$ cat src/design/ele_pkg.sv
// shared types, constants and message tables for the line editor
package ele_pkg;

  // line buffer size and the number of leading characters kept
  localparam int LINE_BUF_SIZE = 128;
  localparam int HEAD_LEN      = 5;
  localparam int CNT_W         = $clog2(LINE_BUF_SIZE);
  localparam int HEAD_IDX_W    = $clog2(HEAD_LEN);

  // job queue between front and back
  localparam int QUEUE_DEPTH = 4;
  localparam int QPTR_W      = $clog2(QUEUE_DEPTH);

  // byte index within one job's message
  localparam int MIDX_W = 4;

  // control characters
  localparam logic [7:0] CH_BS  = 8'h08;
  localparam logic [7:0] CH_DEL = 8'h7F;
  localparam logic [7:0] CH_CR  = 8'h0D;
  localparam logic [7:0] CH_LF  = 8'h0A;
  localparam logic [7:0] CH_SP  = 8'h20;
  localparam logic [7:0] CH_NUL = 8'h00;

  // operation codes of the input channel
  localparam logic OP_BYTE     = 1'b0;
  localparam logic OP_OVERFLOW = 1'b1;

  // message texts
  localparam logic [7:0] TXT_PING   [4] = '{8'h70, 8'h69, 8'h6E, 8'h67};
  localparam logic [7:0] TXT_PONG   [8] = '{8'h3C, 8'h20, 8'h50, 8'h4F,
                                            8'h4E, 8'h47, 8'h0D, 8'h0A};
  localparam logic [7:0] TXT_NACK   [8] = '{8'h3C, 8'h20, 8'h4E, 8'h41,
                                            8'h43, 8'h4B, 8'h0D, 8'h0A};
  localparam logic [7:0] TXT_PROMPT [3] = '{8'h3E, 8'h3E, 8'h20};
  localparam logic [7:0] TXT_ERASE  [3] = '{8'h08, 8'h20, 8'h08};
  localparam logic [7:0] TXT_CRLF   [2] = '{8'h0D, 8'h0A};

  // kinds of work handed from front to back
  typedef enum logic [2:0] {
    JOB_ECHO,
    JOB_ERASE,
    JOB_LINE_BARE,
    JOB_LINE_PONG,
    JOB_LINE_NACK
  } job_kind_t;

  typedef struct packed {
    job_kind_t  kind;
    logic [7:0] data;
  } job_t;

  // queue status seen by front and back
  typedef struct packed {
    logic full;
    logic not_empty;
  } queue_stat_t;

  // index of the final byte of a job's message
  function automatic logic [MIDX_W-1:0] msg_last(input job_kind_t kind);
    logic [MIDX_W-1:0] res;
    unique case (kind)
      JOB_ECHO:                     res = MIDX_W'(0);
      JOB_ERASE:                    res = MIDX_W'(2);
      JOB_LINE_BARE:                res = MIDX_W'(4);
      JOB_LINE_PONG, JOB_LINE_NACK: res = MIDX_W'(12);
      default:                      res = MIDX_W'(0);
    endcase
    return res;
  endfunction

  // one byte of a job's message
  function automatic logic [7:0] msg_byte(input job_kind_t kind,
                                          input logic [MIDX_W-1:0] idx,
                                          input logic [7:0] data);
    logic [7:0]        res;
    logic [MIDX_W-1:0] rel;
    res = CH_NUL;
    rel = '0;
    unique case (kind)
      JOB_ECHO:  res = data;
      JOB_ERASE: res = TXT_ERASE[idx[1:0]];
      JOB_LINE_BARE: begin
        if (idx < MIDX_W'(2)) begin
          res = TXT_CRLF[idx[0]];
        end else begin
          rel = idx - MIDX_W'(2);
          res = TXT_PROMPT[rel[1:0]];
        end
      end
      JOB_LINE_PONG, JOB_LINE_NACK: begin
        if (idx < MIDX_W'(2)) begin
          res = TXT_CRLF[idx[0]];
        end else if (idx < MIDX_W'(10)) begin
          rel = idx - MIDX_W'(2);
          res = (kind == JOB_LINE_PONG) ? TXT_PONG[rel[2:0]] : TXT_NACK[rel[2:0]];
        end else begin
          rel = idx - MIDX_W'(10);
          res = TXT_PROMPT[rel[1:0]];
        end
      end
      default: res = CH_NUL;
    endcase
    return res;
  endfunction

endpackage

$ cat src/design/ele_front.sv
// front end: takes input transfers, keeps the line state and queues jobs
module ele_front (
  input  logic          clk,
  input  logic          rst_n,
  input  logic          in_valid,
  output logic          in_stall,
  input  logic          in_operation,
  input  logic [7:0]    in_rx_byte,
  input  ele_pkg::queue_stat_t q_stat,
  output logic          push,
  output ele_pkg::job_t push_job
);
  import ele_pkg::*;

  logic [CNT_W-1:0] count_r, count_nxt;
  logic [7:0]       head_r [HEAD_LEN];
  logic             accept;
  logic             is_ping;
  logic             head_wr;

  // hold off while the queue has no room
  assign in_stall = q_stat.full;
  assign accept   = in_valid && !in_stall;

  // line reads as the ping command, a NUL fifth character ends it early
  always_comb begin
    is_ping = (count_r >= CNT_W'(4)) &&
              (head_r[0] == TXT_PING[0]) && (head_r[1] == TXT_PING[1]) &&
              (head_r[2] == TXT_PING[2]) && (head_r[3] == TXT_PING[3]) &&
              ((count_r == CNT_W'(4)) || (head_r[4] == CH_NUL));
  end

  // classify the item and work out the new line length
  always_comb begin
    count_nxt     = count_r;
    push          = 1'b0;
    push_job.kind = JOB_ECHO;
    push_job.data = in_rx_byte;
    head_wr       = 1'b0;
    if (accept) begin
      if (in_operation == OP_OVERFLOW) begin
        count_nxt = '0;
      end else if (in_rx_byte == CH_CR || in_rx_byte == CH_LF) begin
        push = 1'b1;
        if (count_r == '0) begin
          push_job.kind = JOB_LINE_BARE;
        end else if (is_ping) begin
          push_job.kind = JOB_LINE_PONG;
        end else begin
          push_job.kind = JOB_LINE_NACK;
        end
        count_nxt = '0;
      end else if (in_rx_byte == CH_BS || in_rx_byte == CH_DEL) begin
        if (count_r != '0) begin
          push          = 1'b1;
          push_job.kind = JOB_ERASE;
          count_nxt     = count_r - CNT_W'(1);
        end
      end else if (count_r < CNT_W'(LINE_BUF_SIZE - 1)) begin
        push      = 1'b1;
        head_wr   = (count_r < CNT_W'(HEAD_LEN));
        count_nxt = count_r + CNT_W'(1);
      end
    end
  end

  // line length
  always_ff @(posedge clk) begin
    if (!rst_n) begin
      count_r <= '0;
    end else begin
      count_r <= count_nxt;
    end
  end

  // leading characters of the line
  always_ff @(posedge clk) begin
    if (head_wr) begin
      head_r[count_r[HEAD_IDX_W-1:0]] <= in_rx_byte;
    end
  end

endmodule

$ cat src/design/ele_queue.sv
// short job queue between the front end and the transmit sequencer
module ele_queue (
  input  logic                  clk,
  input  logic                  rst_n,
  input  logic                  push,
  input  ele_pkg::job_t         push_job,
  input  logic                  pop,
  output ele_pkg::job_t         head_job,
  output ele_pkg::queue_stat_t  q_stat
);
  import ele_pkg::*;

  job_t              slot_r [QUEUE_DEPTH];
  logic [QPTR_W-1:0] wr_ptr_r, rd_ptr_r;
  logic [QPTR_W:0]   fill_r;

  assign head_job         = slot_r[rd_ptr_r];
  assign q_stat.full      = (fill_r == (QPTR_W+1)'(QUEUE_DEPTH));
  assign q_stat.not_empty = (fill_r != '0);

  // pointers and fill level
  always_ff @(posedge clk) begin
    if (!rst_n) begin
      wr_ptr_r <= '0;
      rd_ptr_r <= '0;
      fill_r   <= '0;
    end else begin
      if (push) begin
        wr_ptr_r <= wr_ptr_r + QPTR_W'(1);
      end
      if (pop) begin
        rd_ptr_r <= rd_ptr_r + QPTR_W'(1);
      end
      if (push && !pop) begin
        fill_r <= fill_r + (QPTR_W+1)'(1);
      end else if (pop && !push) begin
        fill_r <= fill_r - (QPTR_W+1)'(1);
      end
    end
  end

  // storage
  always_ff @(posedge clk) begin
    if (push) begin
      slot_r[wr_ptr_r] <= push_job;
    end
  end

endmodule

$ cat src/design/ele_back.sv
// transmit sequencer: spells out each job's bytes into the output register
module ele_back (
  input  logic                  clk,
  input  logic                  rst_n,
  input  ele_pkg::job_t         head_job,
  input  ele_pkg::queue_stat_t  q_stat,
  output logic                  pop,
  output logic                  out_valid,
  input  logic                  out_stall,
  output logic [7:0]            out_tx_byte,
  output logic                  out_last_byte
);
  import ele_pkg::*;

  logic              busy_r, busy_nxt;
  job_t              job_r, job_nxt;
  logic [MIDX_W-1:0] idx_r, idx_nxt;
  logic              out_valid_r, out_valid_nxt;
  logic [7:0]        out_tx_byte_r, out_tx_byte_nxt;
  logic              out_last_byte_r, out_last_byte_nxt;

  job_t              cur_job;
  logic              cur_valid;
  logic [MIDX_W-1:0] cur_idx;
  logic              out_free;
  logic              cur_last;

  // current job comes from the holding register or straight off the queue
  assign cur_job   = busy_r ? job_r : head_job;
  assign cur_valid = busy_r || q_stat.not_empty;
  assign cur_idx   = busy_r ? idx_r : '0;
  assign out_free  = !out_valid_r || !out_stall;
  assign cur_last  = (cur_idx == msg_last(cur_job.kind));

  // one byte per cycle while the output register has room
  always_comb begin
    busy_nxt          = busy_r;
    job_nxt           = job_r;
    idx_nxt           = idx_r;
    pop               = 1'b0;
    out_valid_nxt     = out_valid_r && out_stall;
    out_tx_byte_nxt   = out_tx_byte_r;
    out_last_byte_nxt = out_last_byte_r;
    if (cur_valid && out_free) begin
      out_valid_nxt     = 1'b1;
      out_tx_byte_nxt   = msg_byte(cur_job.kind, cur_idx, cur_job.data);
      out_last_byte_nxt = cur_last;
      pop               = !busy_r;
      if (cur_last) begin
        busy_nxt = 1'b0;
      end else begin
        busy_nxt = 1'b1;
        job_nxt  = cur_job;
        idx_nxt  = cur_idx + MIDX_W'(1);
      end
    end
  end

  // sequencer state and output register
  always_ff @(posedge clk) begin
    if (!rst_n) begin
      busy_r      <= 1'b0;
      out_valid_r <= 1'b0;
    end else begin
      busy_r      <= busy_nxt;
      out_valid_r <= out_valid_nxt;
    end
    job_r           <= job_nxt;
    idx_r           <= idx_nxt;
    out_tx_byte_r   <= out_tx_byte_nxt;
    out_last_byte_r <= out_last_byte_nxt;
  end

  assign out_valid     = out_valid_r;
  assign out_tx_byte   = out_tx_byte_r;
  assign out_last_byte = out_last_byte_r;

endmodule

$ cat src/design/echo_line_editor.sv
// top level of the terminal line editor with echo
//
//  channel | direction | handshake           | payload
//  in_     | input     | in_valid / in_stall | in_operation, in_rx_byte
//  out_    | output    | out_valid/out_stall | out_tx_byte, out_last_byte
//
// an input transfer is classified in its cycle and queued as a job;
// the sequencer sends one byte per cycle while the output is not stalled: 1 for an echo, 3 for an erase,
// 5 for an empty line end and 13 for a line end with a reply.
// input is taken every cycle while the four-entry job queue has room.
// reset (synchronous, active low) empties the line and the queue.
// a stalled output holds its byte and the sequencer waits behind it.
module echo_line_editor (
  input  logic       clk,
  input  logic       rst_n,
  input  logic       in_valid,
  output logic       in_stall,
  input  logic       in_operation,
  input  logic [7:0] in_rx_byte,
  output logic       out_valid,
  input  logic       out_stall,
  output logic [7:0] out_tx_byte,
  output logic       out_last_byte
);
  import ele_pkg::*;

  logic        push;
  job_t        push_job;
  logic        pop;
  job_t        head_job;
  queue_stat_t q_stat;

  // classification and line state
  ele_front u_front (
    .clk          (clk),
    .rst_n        (rst_n),
    .in_valid     (in_valid),
    .in_stall     (in_stall),
    .in_operation (in_operation),
    .in_rx_byte   (in_rx_byte),
    .q_stat       (q_stat),
    .push         (push),
    .push_job     (push_job)
  );

  // job queue
  ele_queue u_queue (
    .clk      (clk),
    .rst_n    (rst_n),
    .push     (push),
    .push_job (push_job),
    .pop      (pop),
    .head_job (head_job),
    .q_stat   (q_stat)
  );

  // byte sequencer
  ele_back u_back (
    .clk           (clk),
    .rst_n         (rst_n),
    .head_job      (head_job),
    .q_stat        (q_stat),
    .pop           (pop),
    .out_valid     (out_valid),
    .out_stall     (out_stall),
    .out_tx_byte   (out_tx_byte),
    .out_last_byte (out_last_byte)
  );

endmodule

$ cat config.mk
export PLATFORM = sky130hd
export DESIGN_NAME = echo_line_editor
export DESIGN_NICKNAME = d
export VERILOG_FILES = /design/src/design/ele_pkg.sv /design/src/design/ele_front.sv /design/src/design/ele_queue.sv /design/src/design/ele_back.sv /design/src/design/echo_line_editor.sv
export SDC_FILE = /design/constraint.sdc
export NUM_CORES = 1
export LEC_CHECK = 0
export ABC_AREA = 0
export BUFFER_PORTS_ARGS = -buffer_cell sky130_fd_sc_hd__buf_2
export CORE_MARGIN = 1
export CORE_UTILIZATION = 57
export DETAILED_ROUTE_END_ITERATION = 8
export HOLD_SLACK_MARGIN = 0.08
export PLACE_DENSITY_LB_ADDON = 0.2
export SLEW_MARGIN = 20
export SYNTH_ARGS = -nofsm -noshare
export SYNTH_HDL_FRONTEND = slang
export SYNTH_SLANG_ARGS = --single-unit
$ cat constraint.sdc
create_clock -name clk -period 4.9 [get_ports clk]
set_clock_uncertainty 0.2 [all_clocks]
set_input_delay 0.245 -clock clk [delete_from_list [all_inputs] [get_ports clk]]
set_output_delay 0.245 -clock clk [all_outputs]
set_load 0.03 [all_outputs]
==> results of run 1 <==
[worst max-delay path, delay by kind of cell (launching register included)]
kind / cells / cell delay (ps)
XOR/XNOR: 1 / 170
multiplexers: 1 / 400
flip-flops: 1 / 740
AND/OR/NAND/NOR: 2 / 830
buffers and inverters: 1 / 280
AO/OA/AOI/OAI: 3 / 590
[worst max-delay path by stage]
stage,cells after the start,startpoint,slack (ps),end
final,8,flop,1290,u_back.idx_r[3]$_DFFE_PP_
after global routing,8,flop,1030,u_back.job_r[2]$_DFFE_PP_
after floorplan,11,in_rx_byte[5],1870,u_queue.fill_r[2]$_SDFFE_PN0P_
after global placement,8,flop,1200,u_back.job_r[1]$_DFFE_PP_
after detailed placement,8,flop,1340,u_back.job_r[2]$_DFFE_PP_
after CTS,8,flop,1300,u_back.job_r[2]$_DFFE_PP_
[report_power, final]
group	leakage [nW]	switching, mW	internal (mW)
Clock	0.298	0.468	0.824
Combinational	1.04	0.640	0.396
Sequential	1.16	0.116	1.41
Total	2.50	1.22	2.63
[registers in the layout, summed over array words and instances (netlist names), 3 cells and up, named ones only]
name	count
u_back.out_tx_byte	8
u_back.job_r	11
u_front.head_r	40
u_queue.slot_r	44
u_back.idx_r	4
u_front.count_r	7
u_queue.fill_r	3
[routing by layer]
layer  wire length, µm  global-route usage
met1              4940               0.308
met2              5740               0.399
met3               535              0.0595
met4               146              0.0802
met5                 0                   0
[metrics by stage]
step | hold WS, ps | setup slack (ps) | std cells | utilization
5_1_grt | 180 | 1030 | 614 | 0.690
2_1_floorplan | 144 | 1870 | 422 | -
6_report | 150 | 1290 | 614 | 0.690
3_5_place_dp | 292 | 1340 | 571 | 0.616
3_3_place_gp | 289 | 1200 | 571 | 0.616
4_1_cts | 157 | 1300 | 614 | 0.690
[placed cells by master, fill, tap and decap left out, types with 4 or more instances in the layout]
master and count:
ha_1 18, o211ai_1 5, a31oi_1 8, a22oi_1 5, nor2b_1 11, nand2b_1 7, and3_1 7, nand3_1 7
dfxtp_1 18, and2_1 8, bufinv_16 4, mux2_2 11, nor3_1 4, a21oi_1 13, buf_4 4, clkbuf_16 16
mux2i_1 7, o21ai_0 12, xnor2_1 10, inv_1 18, dlygate4sd3_1 12, nor4bb_1 4, a21o_1 8, nand2_1 28
or3_1 4, clkinv_2 4, xor2_1 4, nor2_1 24, nand4_1 5, mux4_2 9, buf_2 23, edfxtp_1 108
[Yosys cell counts (4+ instances only)]
cell      number  area (µm²)
mux2i_1        7        70.1
a31oi_1        8        50.1
nor2b_1       11        68.8
edfxtp_1     108        3240
a21o_1         8        60.1
ha_1          18         225
mux2_2        11         124
nor4bb_1       4        40.0
xnor2_1       10        87.6
and2_1         8        50.1
or3_1          4        25.0
o21ai_0       12        60.1
dfxtp_1       18         360
inv_1         18        67.6
o211ai_1       5        37.5
nand2_1       28         105
nand4_1        5        31.3
nand3_1        7        35.0
clkbuf_1       8        30.0
xor2_1         4        35.0
and3_1         7        43.8
mux4_2         9         203
a21oi_1       13        65.1
nand2b_1       7        43.8
a22oi_1        5        37.5
nor2_1        25        93.8
nor3_1         4        20.0
[cell families after synthesis]
family | count (synthesis) | synth area share
simple gates | 130 | 0.126
fa+ha+maj | 20 | 0.0461
xor+xnor | 14 | 0.0213
mux | 28 | 0.0716
compound gates | 74 | 0.0883
buf+inv | 30 | 0.0202
flops | 126 | 0.627
[final cells by class]
type / instances / area [µm²]
clock buffer: 17 / 414
clock inverter: 14 / 191
fill: 689 / 3030
inverter: 19 / 71.3
multi-input combinational: 266 / 2030
sequential: 126 / 3600
tap: 133 / 166
timing repair buffer: 39 / 265
[what timing repair did]
action / CTS / global route
resized for setup: 0 / 0
hold buffers: 12 / 0
endpoints found under the hold margin: 102 / 0
==> Implementation_results.wiki, run 1 <==
{| class="wikitable"
! Metric !! Value
|-
| Data arrival time of the worst path || 3550 ps
|-
| Detailed-route wire length || 11,400 µm
|-
| Post-Synthesis Net Count || 455
|-
| Yosys synthesis warning count || 0
|-
| CTS Buffer Depth || 2
|-
| Total Routing Usage GR || 0.240
|-
| Initial cell density of the core || 0.588
|-
| Clock edge transition at the registers on the reported setup and hold paths || 60 ps
|-
| DRC viols || 0
|-
| Type of the worst setup path || reg -> reg
|-
| Die Ht || 102 µm
|-
| Critical Path End Type || flop
|-
| Post-route clock period utilization || 0.736
|-
| Cell at the root of the clock tree || clkbuf_8
|-
| Via count || 3,648
|-
| Hold Path End || u_front.count_r[5]$_SDFFE_PN0P_
|-
| Depth of the CTS H-tree || 4
|-
| Peak supply drop || 0.343 mV
|-
| Number of max-slew violations in the final report || 0
|-
| Detailed placer's ending HPWL || 7240 µm
|-
| Max-capacitance violation count || 0
|-
| Transition time at the pin with the least slew margin || 870 ps
|-
| I/O pin count || 24
|-
| Pleak || 2.50 nW
|-
| Headroom to the max-slew limit || 0.420
|-
| Detailed Routing Iterations Pass 1 || 5
|-
| Total number of clock tree sinks || 126
|-
| Initial antenna violation count || 0
|-
| Part of the Yosys area used for sequential elements || 0.627
|-
| Diodes inserted || 0
|-
| Chip Width || 102 µm
|-
| Vias/cell || 5.94
|-
| Run status || finished clean
|-
| CP max stage cell || dfxtp_1
|-
| Average cell area after synthesis || 13.6 µm²
|-
| Post-synthesis async set-or-reset flop share || 0
|-
| Hold Path Stages || 5
|-
| Shortest period the worst path allows || 3610 ps
|-
| Instance area after placement || 6020 µm²
|-
| Reg-to-reg setup timing slack || 1290 ps
|-
| Maximum number of pins on one net before global-route repair || 24
|-
| Via count of the first global-routing pass || 3,567
|-
| Prevailing post-synth register cell || edfxtp_1
|-
| Critical path launch point type || flop
|-
| Detailed Route Iter0 Violations || 224
|-
| Setup-violating endpoint count in the final report || 0
|-
| Reg2reg end || u_back.idx_r[3]$_DFFE_PP_
|-
| Cell Chain, Critical Path || mux2i_1 -> o221a_2 -> clkinv_1 -> nor2_1 -> xor2_1 -> a21o_1 -> a221oi_1 -> nor2_2
|-
| GRT Residual Overflow || 0
|-
| Clock insertion delay at the later pin of the skew report || 520 ps
|-
| Count of input and output buffers || 23
|-
| TNS Setup || 0 ps
|-
| Area added between synthesis and finish || 17.3%
|-
| Setup repair after global routing missed its margin || no
|-
| Highest Clock Rate || 0.277 GHz
|-
| Clock tree from TritonCTS || yes
|-
| Worst hold-check path type || in -> reg
|-
| Post-synthesis register bit count || 126
|-
| Distinct cell type count after synthesis || 59
|-
| Largest stage delay on the critical path || 740 ps
|-
| CTS buffer count || 17
|-
| Die area || 10,500 µm²
|-
| Post-synthesis instance area || 5750 µm²
|-
| Row Count || 36
|-
| Post-synth EDFFs || 108
|-
| Gp weighted congestion || 0.865
|-
| Power per cell area || 571 nW/µm²
|-
| Final hold vios || 0
|-
| Worst reg-to-reg path cell count || 8
|-
| Global-route wire length before repair || 18,200 µm
|-
| Core region area || 9770 µm²
|-
| Count of mapped cells out of synthesis || 422
|-
| Data required time at the worst endpoint || 4840 ps
|-
| Post-CTS setup buffer count || 0
|-
| Post-layout net count || 502
|-
| Layout Cell Area excl Fill || 6750 µm²
|-
| Source of the worst hold timing path || in_valid
|-
| Fraction of final layout cells sized beyond drive strength 1 || 0.187
|-
| Final Total Pwr || 3.85 mW
|-
| Number of nets still failing antenna checks after routing || 0
|-
| Routed wire per std cell || 18.5 µm
|-
| Crit path max fanout || 15
|}
Power figures use the tool's default switching activity.
==> run 2: changes to the inputs <==
--- a/config.mk
+++ b/config.mk
@@ -5,7 +5,7 @@
 export SDC_FILE = /design/constraint.sdc
 export NUM_CORES = 1
 export LEC_CHECK = 0
-export ABC_AREA = 0
+export ABC_AREA = 1
 export BUFFER_PORTS_ARGS = -buffer_cell sky130_fd_sc_hd__buf_2
 export CORE_MARGIN = 1
 export CORE_UTILIZATION = 57
==> constraint.sdc (replaced) <==
create_clock -name clk -period 3.55 [get_ports clk]
set_clock_uncertainty 0.2 [all_clocks]
set_input_delay 0.1775 -clock clk [delete_from_list [all_inputs] [get_ports clk]]
set_output_delay 0.1775 -clock clk [all_outputs]
set_load 0.03 [all_outputs]
==> run 2 against run 1 <==
  * Sequential cell count stayed put
  * Worst hold slack got worse by 92 ps
  * Register-to-register slack got worse by 790 ps
==> Implementation_results.wiki, run 2 <==
{| class="wikitable"
! Metric !! Value
|-
| Pleak || 2.86 nW (+15%)
|-
| Data arrival time of the worst path || 3440 ps (-110 ps)
|-
| I/O pin count || 24 (unchanged)
|-
| Prevailing post-synth register cell || edfxtp_1
|-
| Most common cell in the netlist || edfxtp_1
|-
| Via count of the first global-routing pass || 3,954 (+11%)
|-
| Highest Clock Rate || 0.315 GHz
|-
| Worst Setup SP || in_rx_byte[2]
|-
| Via count || 4,119 (+13%)
|-
| Die area || 10,700 µm² (+1.6%)
|-
| Power per cell area || 798 nW/µm² (+40%)
|-
| Source of the worst hold timing path || in_valid
|-
| Library cell with the largest summed area after synthesis || edfxtp_1
|-
| Yosys synthesis warning count || 0 (unchanged)
|-
| Post-route clock period utilization || 0.894
|-
| DRC viols || 0 (unchanged)
|-
| Transition time at the pin with the least slew margin || 462 ps (-408 ps)
|-
| Detailed Routing Iterations Pass 1 || 5 (unchanged)
|-
| Clock tree from TritonCTS || yes
|-
| Distinct cell type count after synthesis || 42 (-29%)
|-
| Post-layout net count || 655 (+30%)
|-
| Depth of the CTS H-tree || 4 (unchanged)
|-
| Share of the synthesized area in the top cell type || 0.555 (-0.00894)
|-
| Max-capacitance violation count || 0 (unchanged)
|-
| Post-synthesis async set-or-reset flop share || 0 (unchanged)
|-
| Total Routing Usage GR || 0.232 (-0.00816)
|-
| Diodes inserted || 0 (unchanged)
|-
| TNS Setup || 0 ps (unchanged)
|-
| Post-synthesis instance area || 5840 µm² (+1.6%)
|-
| Vias/cell || 5.37 (-9.6%)
|-
| Synth area leaders || edfxtp_1 56%, nand2_1 6.5%, dfxtp_1 6.2%
|-
| Gp weighted congestion || 0.889 (+2.8%)
|-
| Critical path launch point type || primary input
|-
| Peak supply drop || 0.469 mV (+37%)
|-
| Number of max-slew violations in the final report || 0 (unchanged)
|-
| Number of nets still failing antenna checks after routing || 0 (unchanged)
|-
| Final hold vios || 0 (unchanged)
|-
| Detailed placer's ending HPWL || 7610 µm (+5.2%)
|-
| Chip Width || 103 µm (+0.79%)
|-
| Count of mapped cells out of synthesis || 564 (+34%)
|-
| Initial cell density of the core || 0.592 (+0.00401)
|-
| Type of the worst setup path || in -> reg
|-
| Post-synthesis register bit count || 126 (unchanged)
|-
| Part of the Yosys area used for sequential elements || 0.617 (-0.00993)
|-
| Reg-to-reg setup timing slack || 500 ps (-790 ps)
|-
| Reg with most FFs || u_queue.slot_r
|-
| Post-synth EDFFs || 108 (unchanged)
|-
| Headroom to the max-slew limit || 0.691 (+0.271)
|-
| Shortest period the worst path allows || 3170 ps
|-
| Cell at the root of the clock tree || clkbuf_8
|-
| Post-CTS setup buffer count || 0 (unchanged)
|-
| Initial antenna violation count || 0 (unchanged)
|-
| Detailed-route wire length || 11,200 µm (-1.8%)
|-
| Count of input and output buffers || 23 (unchanged)
|-
| Routed wire per std cell || 14.5 µm (-21%)
|-
| Commonest cells after routing, fill and taps aside || 108 x edfxtp_1, 100 x nand2_1, 76 x inv_1, 56 x nor2_1, 36 x nand3_1
|-
| Setup-violating endpoint count in the final report || 0 (unchanged)
|-
| Crit path max fanout || 11 (-4)
|-
| CTS Buffer Depth || 2 (unchanged)
|-
| Fraction of final layout cells sized beyond drive strength 1 || 0.137 (-0.0499)
|-
| Flip-flop count of the largest register, all copies and words added || 44 (unchanged)
|-
| CTS buffer count || 17 (unchanged)
|-
| GRT Residual Overflow || 0 (unchanged)
|-
| Layout filler cell count || 694 (+0.73%)
|-
| Crit Reg-Reg Startpoint || u_front.count_r[2]$_SDFFE_PN0P_
|-
| Average cell area after synthesis || 10.4 µm² (-24%)
|-
| Die Ht || 103 µm (+0.79%)
|-
| Setup repair after global routing missed its margin || no
|-
| Total number of clock tree sinks || 126 (unchanged)
|-
| Clock insertion delay at the later pin of the skew report || 520 ps (about the same)
|-
| Most frequent standard cell in the layout excluding fill and tap cells || edfxtp_1
|-
| Clock edge transition at the registers on the reported setup and hold paths || 60 ps (about the same)
|-
| Post-Synthesis Net Count || 597 (+31%)
|-
| List of most frequent post-synthesis cells || 108 x edfxtp_1, 101 x nand2_1, 76 x inv_1
|-
| Data required time at the worst endpoint || 3810 ps (-1030 ps)
|-
| Final Total Pwr || 5.48 mW (+42%)
|-
| Detailed Route Iter0 Violations || 199 (-11%)
|-
| Row Count || 36 (unchanged)
|-
| Maximum number of pins on one net before global-route repair || 23 (-4.2%)
|-
| Core region area || 9860 µm² (+0.92%)
|-
| Critical Path End Type || flop
|-
| Worst hold-check path type || in -> reg
|-
| Global-route wire length before repair || 18,200 µm (+0.30%)
|-
| Area added between synthesis and finish || 17.5%
|-
| Run status || finished clean
|}
## run 2: cell types whose count changed after synthesis, sizes merged, moves of 12 or more
cell,delta
mux2,-12
nor2,+32
a21oi,+12
nand2,+82
nand3,+32
inv,+59
o21ai,+23
## run 2: area by class of cell
class,instances,area [µm²],share of cell area
flip-flops and latches,126,3600,0.525
inverters,77,289,0.0421
well taps,133,166,0.0242
repair buffers,49,343,0.0499
clock buffers,20,425,0.0620
clock inverters,11,141,0.0206
multi-input cells,351,1900,0.276
## run 2: cell families after synthesis
logic type                 synth area share
adders and majority gates            0.0454
and+or+nand+nor                       0.190
xor gates and xnor gates            0.00750
buffers and inverters                0.0595
AOI/OAI and AO/OA                    0.0805
DFF                                   0.617
## run 2: metal layers
| layer | global-route usage | part of all wire | vias up |
|---|---|---|---|
| met5 | 0 | 0 | - |
| met1 | 0.282 | 0.42 | 1944 |
| met3 | 0.0491 | 0.044 | 12 |
| met2 | 0.409 | 0.52 | 107 |
| li1 | - | - | 2056 |
| met4 | 0.0823 | 0.0083 | 0 |
## run 2: power breakdown
part / internal, mW / switching [mW]
clock: 1.06 / 0.608
combinational: 0.533 / 1.21
sequential: 1.98 / 0.0911
total: 3.57 / 1.91
## run 2: final timing paths
| path | end | cells after the start |
|---|---|---|
| worst min register to register | u_queue.rd_ptr_r[0]$_SDFFE_PN0P_ | 2 |
| worst min-delay path | u_front.count_r[1]$_SDFFE_PN0P_ | 6 |
| worst max register to register | u_front.count_r[0]$_SDFFE_PN0P_ | 10 |
| worst max-delay path | u_front.count_r[0]$_SDFFE_PN0P_ | 14 |
## run 2: what timing repair did
item	4_1_cts	5_1_grt
hold buffers	13	0
resized for setup	0	2
hold endpoints to repair	105	0
setup endpoints to repair	0	1
## run 2: worst max-delay path: stages
cell           delay, ps
dlygate4sd3_1        530
buf_2                230
nand2_1              100
nor2_1               120
nand4_1              100
nand2_2              180
inv_1                150
nand2_1               80
o21ai_1               90
o21ai_2              300
o21ai_0              120
dlygate4sd3_1        570
a21oi_1              120
dlygate4sd3_1        570
## run 2: metrics by stage
step | instances | setup WS (ps) | hold slack [ps] | instance area, µm² | util
after detailed placement | 723 | 588 | 273 | 6160 | 0.625
after global placement | 723 | 654 | 265 | 6160 | 0.625
after CTS | 767 | 239 | 87.2 | 6860 | 0.695
final | 767 | 375 | 58.8 | 6870 | 0.696
after global routing | 767 | 118 | 98.9 | 6870 | 0.696
after floorplan | 564 | 1150 | 76.4 | 5840 | -
